<file path="src/rtl/abbd_divider.sv">
module abbd_divider #(
    parameter int NW = 46,
    parameter int DW = 19
) (
    input  logic          clk,
    input  logic          rst_n,
    input  logic          start,
    input  logic [NW-1:0] num,
    input  logic [DW-1:0] den,
    output logic          busy,
    output logic [NW-1:0] quo
);

    localparam int CW = $clog2(NW + 1);

    logic [NW-1:0] quo_reg, quo_next;
    logic [DW:0]   rem_reg, rem_next;
    logic [DW-1:0] den_reg, den_next;
    logic [CW-1:0] cnt_reg, cnt_next;
    logic          busy_reg, busy_next;
    logic [DW:0]   trial;

    always_comb
    begin
        quo_next  = quo_reg;
        rem_next  = rem_reg;
        den_next  = den_reg;
        cnt_next  = cnt_reg;
        busy_next = busy_reg;
        trial     = {rem_reg[DW-1:0], quo_reg[NW-1]};
        if (start)
        begin
            quo_next  = num;
            rem_next  = '0;
            den_next  = den;
            cnt_next  = CW'(NW);
            busy_next = 1'b1;
        end
        else if (busy_reg)
        begin
            // One quotient bit per cycle, restoring.
            if (trial >= {1'b0, den_reg})
            begin
                rem_next = trial - {1'b0, den_reg};
                quo_next = {quo_reg[NW-2:0], 1'b1};
            end
            else
            begin
                rem_next = trial;
                quo_next = {quo_reg[NW-2:0], 1'b0};
            end
            cnt_next = cnt_reg - 1'b1;
            if (cnt_reg == CW'(1))
                busy_next = 1'b0;
        end
    end

    always_ff @(posedge clk or negedge rst_n)
    begin
        if (!rst_n)
        begin
            busy_reg <= 1'b0;
            cnt_reg  <= '0;
        end
        else
        begin
            busy_reg <= busy_next;
            cnt_reg  <= cnt_next;
        end
    end

    always_ff @(posedge clk)
    begin
        quo_reg <= quo_next;
        rem_reg <= rem_next;
        den_reg <= den_next;
    end

    assign busy = busy_reg;
    assign quo  = quo_reg;

endmodule

</file>
<file path="config.mk">
export PLATFORM = sky130hd
export DESIGN_NAME = abbd_divider
export DESIGN_NICKNAME = d
export VERILOG_FILES = /design/src/rtl/abbd_divider.sv
export SDC_FILE = /design/constraint.sdc
export NUM_CORES = 1
export LEC_CHECK = 0
export BUFFER_PORTS_ARGS = -buffer_cell sky130_fd_sc_hd__buf_2
export CAP_MARGIN = 20
export CORE_AREA = 2 2 134 110
export CTS_CLUSTER_SIZE = 10
export DETAILED_ROUTE_END_ITERATION = 16
export DIE_AREA = 0 0 136 112
export SYNTH_ARGS = -nofsm -noshare
export SYNTH_HDL_FRONTEND = slang
export SYNTH_SLANG_ARGS = --single-unit
export TNS_END_PERCENT = 50
</file>
<file path="constraint.sdc">
create_clock -name clk -period 7.22 [get_ports clk]
set_input_delay 0.722 -clock clk [delete_from_list [all_inputs] [get_ports clk]]
set_output_delay 0.722 -clock clk [all_outputs]
set_load 0.01 [all_outputs]
</file>
---- Yosys cells after proc, flatten, opt, wreduce, memory -nomap -nowiden ----
Index checks and enable logic that the tools add are counted.
cells by class
  order comparisons ....................... 1
  eq/ne operators ......................... 1
  multiply operators ...................... 0
  shift operators ......................... 0
  div/mod/pow operators ................... 0
  reduce and logical (&&, ||, !) cells .... 1
  bitwise gates (word level) .............. 0
  add/sub/neg operators ................... 2
  multiplexer cells ....................... 9
operator list
  kind                                                                 number
  46-bit 2-to-1 mux                                                    2
  20-bit by 19-bit >= comparator with 1-bit output                     1
  19-bit 2-to-1 mux                                                    1
  19-bit subtractor                                                    1
  6-bit 2-to-1 mux                                                     2
  6-bit by 1-bit == test with 1-bit output (second input constant)     1
  6-bit by 1-bit subtractor with 6-bit output (second input constant)  1
  1-bit 2-to-1 mux                                                     4
  2-bit nonzero test                                                   1
storage, ports and cells
  memory bits (read-only) ................. 0
  output and inout port bits .............. 47
  bits in latches ......................... 0
  memories ................................ 0
  flip-flop bits (word level) ............. 91
  input port bits ......................... 68
  memory bits (writable) .................. 0

---- Logic depth before layout (Yosys ltp) ----
  word-level depth ........................ 4
  gate-level depth with buffers ........... 12

---- Least setup slack after synthesis ----
No wires, ideal clock.
  path type ............................... flip-flop to flip-flop
  start ................................... reg quo_reg[45], in the netlist quo[45]
  end ..................................... reg rem_reg[5]
  stages on the path, launching flop included .. 12
  data arrival time ....................... 2514 ps
  path buffers ............................ 1
  setup slack ............................. 4618 ps
  required time ........................... 7132 ps
  library setup time ...................... 88 ps
  path through ............................ edfxtp_1 -> inv_1 -> ha_1 -> fa_1 -> nor2b_1 -> o2111ai_1 -> nand3_1 -> o211ai_2 -> and2_1 -> buf_6 -> or3_4 -> a311oi_2
on the way
  word-level cells in the longest chain between the ends .. 2
ends and longest elaborated chain
  what                                                                                   line    text
  start, declared                                                                        16      logic [NW-1:0] quo_reg, quo_next;
  start signal, assigned                                                                 74      quo_reg <= quo_next;
  19-bit subtractor or 20-bit by 19-bit >= comparator with 1-bit output (tied branches)  44, 42
  19-bit 2-to-1 mux (*)                                                                  42      if (trial >= {1'b0, den_reg})
  end signal, assigned                                                                   75      rem_reg <= rem_next;
  end, declared                                                                          17      logic [DW:0] rem_reg, rem_next;
Mark *: on every way between the ends. The rest lies on a longest branch, timed or not.
A chain may end at the register's enable or synchronous reset.

---- Final worst setup path ----
  start ................................... reg busy_reg, in the netlist busy
  end ..................................... reg quo_reg[0], in the netlist quo[0], enable pin
on the way
  word-level cells in the longest chain between the ends .. 1
ends and longest elaborated chain
  what                                 line  text
  start, declared                      20    logic busy_reg, busy_next;
  start signal, assigned               67    busy_reg <= busy_next;
  2-bit nonzero test (no source line)  n/a
Every way passes these cells.

==> insert_results.sql <==
INSERT INTO impl_metrics (metric_group, metric, value, unit) VALUES
('cells_and_area', 'area_delta_synth_final', '21.5', '%'),
('synthesis', 'mappedNetlistNets', '496', ''),
('hold_path', 'timing.hold.worst.class', 'input pin to asynchronous set/reset pin', ''),
('synthesis', 'synth_seq_cells', '91', ''),
('timing', 'timing.fmax', '306', 'MHz'),
('route', 'route.detailed.drc', '0', ''),
('die', 'io_pins', '115', ''),
('critical_path', 'start_kind', 'register', ''),
('global_route', 'overflow', '0', ''),
('timing', 'tightest_slew', '965', 'ps'),
('global_route', 'antenna_violations_before_repair', '0', ''),
('cells_and_area', 'most_common_cell_after_layout_fill_and_taps_aside', 'sky130_fd_sc_hd__buf_2', ''),
('synthesis', 'synthSimpleGateAreaFrac', '0.104', ''),
('placed_design', 'finalWeightedCongestion', '0.858', ''),
('route', 'drt_first_pass_iters', '5', ''),
('clock_network', 'cts_num_sinks', '91', ''),
('synthesis', 'seq_total_area_yosys', '0.525', ''),
('critical_path', 'worstPathCellList', 'nor2_1 -> clkinv_1 -> buf_4', ''),
('synthesis', 'synth_adder_area_share', '0.0592', ''),
('die', 'initial_utilization', '0.342', ''),
('timing', 'timing_max_transition_violations_final', '0', ''),
('synthesis', 'synth_async_sr_flop_share', '0.0769', ''),
('synthesis', 'muxShareOfSynthArea', '0.113', ''),
('synthesis', 'synth-main-ff-cell', 'sky130_fd_sc_hd__edfxtp_1', ''),
('critical_path', 'cp.arrival', '3330', 'ps'),
('synthesis', 'synth_xor_xnor_area_share', '0.0312', ''),
('synthesis', 'synth_top_cells_by_area', 'sky130_fd_sc_hd__edfxtp_1 41%, sky130_fd_sc_hd__mux2_2 11%, sky130_fd_sc_hd__dfxtp_1 8.0%', ''),
('die', 'fp.coreArea', '14000', 'um^2'),
('run_status', 'status', 'finished clean', ''),
('synthesis', 'synth.avg_cell_area', '11.8', 'um^2'),
('timing', 'setup_total_negative_slack', '0', 'ps'),
('clock_network', 'worst_setup_hold_path_clk_slew', '70', 'ps'),
('power', 'worst_supply_voltage_drop_on_vdd', '0.133', 'mV'),
('route', 'via_per_inst', '5.03', ''),
('clock_network', 'worstSkewPairLatency', '350', 'ps'),
('route', 'ant_nets', '0', ''),
('cells_and_area', 'largest_reg_flops', '46', ''),
('synthesis', 'synth_largest_type_area_fraction', '0.409', ''),
('clock_network', 'cts_tree', 'yes', ''),
('critical_path', 'critPathTopFamily', 'buffers and inverters', ''),
('cells_and_area', 'final_cell_mix', '113 x sky130_fd_sc_hd__buf_2, 65 x sky130_fd_sc_hd__edfxtp_1, 46 x sky130_fd_sc_hd__mux2_2', ''),
('synthesis', 'synth_cell_types', '57', ''),
('power', 'powerDensity', '305', 'nW/um^2'),
('cells_and_area', 'nets', '607', ''),
('timing', 'timing.clock.skew', '5.84', 'ps'),
('route', 'dr_total_vias', '3553', ''),
('critical_path', 'cp_slowest_cell', 'sky130_fd_sc_hd__clkinv_1', ''),
('synthesis', 'synth_top_family_by_area', 'compound AO/OA/AOI/OAI gates', ''),
('route', 'drt-initial-drc-count', '241', ''),
('timing', 'min_period_over_period', '0.452', ''),
('timing', 'worst_slew_margin_rel', '0.354', ''),
('route', 'finalWirelength', '10.8', 'mm'),
('clock_network', 'h-tree-depth', '3', ''),
('power', 'power', '1.77', 'mW'),
('cells_and_area', 'final_core_util', '0.416', ''),
('clock_network', 'cts.root.buffer_cell', 'sky130_fd_sc_hd__clkbuf_16', ''),
('synthesis', 'yosysWarnings', '0', ''),
('clock_network', 'cts-root-to-sink-buffers', '2', ''),
('timing', 'grt_setup_unrepaired', 'false', ''),
('critical_path', 'setup.worst_path.class', 'register to register', ''),
('placed_design', 'numPortBuffers', '114', ''),
('clock_network', 'tritoncts.num_buffers', '9', ''),
('critical_path', 'critical_path.max_stage_delay', '890', 'ps'),
('timing', 'min_period', '3260', 'ps'),
('route', 'routed_wire_length_per_instance', '15.4', 'um'),
('synthesis', 'synthesis.instances', '406', ''),
('cells_and_area', 'antenna_cells', '0', ''),
('critical_path', 'crit_path_max_fanout', '27', ''),
('die', 'fp-row-count', '39', ''),
('global_route', 'grt_util_all_layers', '0.148', ''),
('global_route', 'first_global_vias', '3527', '');
[metrics by stage]
| stage | hold WS (ps) | worst slack [ps] | instances |
|---|---|---|---|
| detailed placement | 473 | 3680 | 690 |
| finish | 194 | 3960 | 706 |
| global placement | 470 | 3710 | 690 |
| floorplan | 426 | 4620 | 406 |
| global route | 187 | 3550 | 706 |
| CTS | 184 | 3840 | 706 |
[metal layers]
metal	GRT usage	share of wire	up-vias
met2	0.216	0.43	140
met5	0	0	-
met4	0.0431	0.012	0
met3	0.0565	0.090	13
met1	0.203	0.47	1679
li1	-	-	1721
[final cells by class]
cell class | count | area (um^2)
fillers | 1340 | 8150
flip-flops and latches | 91 | 2510
multi-input cells | 273 | 2090
repair buffers | 116 | 588
well taps | 184 | 230
clock buffers | 10 | 229
inverters | 26 | 97.6
clock inverters | 6 | 56.3
[Yosys cell counts (2+ instances only)]
| master | number |
|---|---|
| sky130_fd_sc_hd__o31a_1 | 4 |
| sky130_fd_sc_hd__o211ai_2 | 2 |
| sky130_fd_sc_hd__o21a_1 | 7 |
| sky130_fd_sc_hd__nor2_1 | 21 |
| sky130_fd_sc_hd__o21ai_0 | 23 |
| sky130_fd_sc_hd__inv_1 | 26 |
| sky130_fd_sc_hd__clkbuf_1 | 10 |
| sky130_fd_sc_hd__xnor2_1 | 6 |
| sky130_fd_sc_hd__o31ai_1 | 5 |
| sky130_fd_sc_hd__dfxtp_1 | 19 |
| sky130_fd_sc_hd__nor2b_1 | 5 |
| sky130_fd_sc_hd__nor3_1 | 8 |
| sky130_fd_sc_hd__or3_1 | 2 |
| sky130_fd_sc_hd__edfxtp_1 | 65 |
| sky130_fd_sc_hd__dfrtp_1 | 7 |
| sky130_fd_sc_hd__buf_2 | 2 |
| sky130_fd_sc_hd__a21o_1 | 2 |
| sky130_fd_sc_hd__o22ai_1 | 2 |
| sky130_fd_sc_hd__nand2b_1 | 8 |
| sky130_fd_sc_hd__nand2_1 | 26 |
| sky130_fd_sc_hd__and2_1 | 4 |
| sky130_fd_sc_hd__a211oi_1 | 2 |
| sky130_fd_sc_hd__xor2_1 | 11 |
| sky130_fd_sc_hd__mux2_2 | 46 |
| sky130_fd_sc_hd__nand3_1 | 10 |
| sky130_fd_sc_hd__a21boi_0 | 3 |
| sky130_fd_sc_hd__a32oi_1 | 6 |
| sky130_fd_sc_hd__mux2i_1 | 2 |
| sky130_fd_sc_hd__a21oi_1 | 22 |
| sky130_fd_sc_hd__a311oi_1 | 3 |
| sky130_fd_sc_hd__ha_1 | 21 |
[path summary, 6_finish.rpt]
path / from / to / slack [ps] / depth (start not counted)
setup / recovery: busy / quo[0] / 3960 / 3
hold / removal: rst_n / cnt_reg[4] / 190 / 1
setup reg to reg: busy / quo[0] / 3960 / 3
hold reg to reg: rem_reg[11] / rem_reg[11] / 480 / 2
max in group asynchronous: rst_n / cnt_reg[1] / 6870 / 1
min in group clk: rem_reg[11] / rem_reg[11] / 480 / 2
[power breakdown]
part	switching (mW)	internal, mW	leakage, nW
sequential	0.0571	0.649	0.902
combinational	0.346	0.260	1.38
clock	0.218	0.242	0.138
[worst reg2reg max path: cells and delay by family (launching register included)]
kind / cells / cell delay (ps)
AND/OR/NAND/NOR: 1 / 880
buffers and inverters: 2 / 1420
flip-flops: 1 / 680
[cells by family (layout without fill, tap and decap cells)]
| family | count (synthesis) | in the layout |
|---|---|---|
| AO/OA/AOI/OAI | 91 | 91 |
| XOR/XNOR | 17 | 17 |
| adder cells (fa/ha/maj) | 22 | 22 |
| buffers and inverters | 42 | 158 |
| flip-flops | 91 | 91 |
| multiplexers | 48 | 48 |
| AND/OR/NAND/NOR | 95 | 95 |
Power figures use the tool's default switching activity.
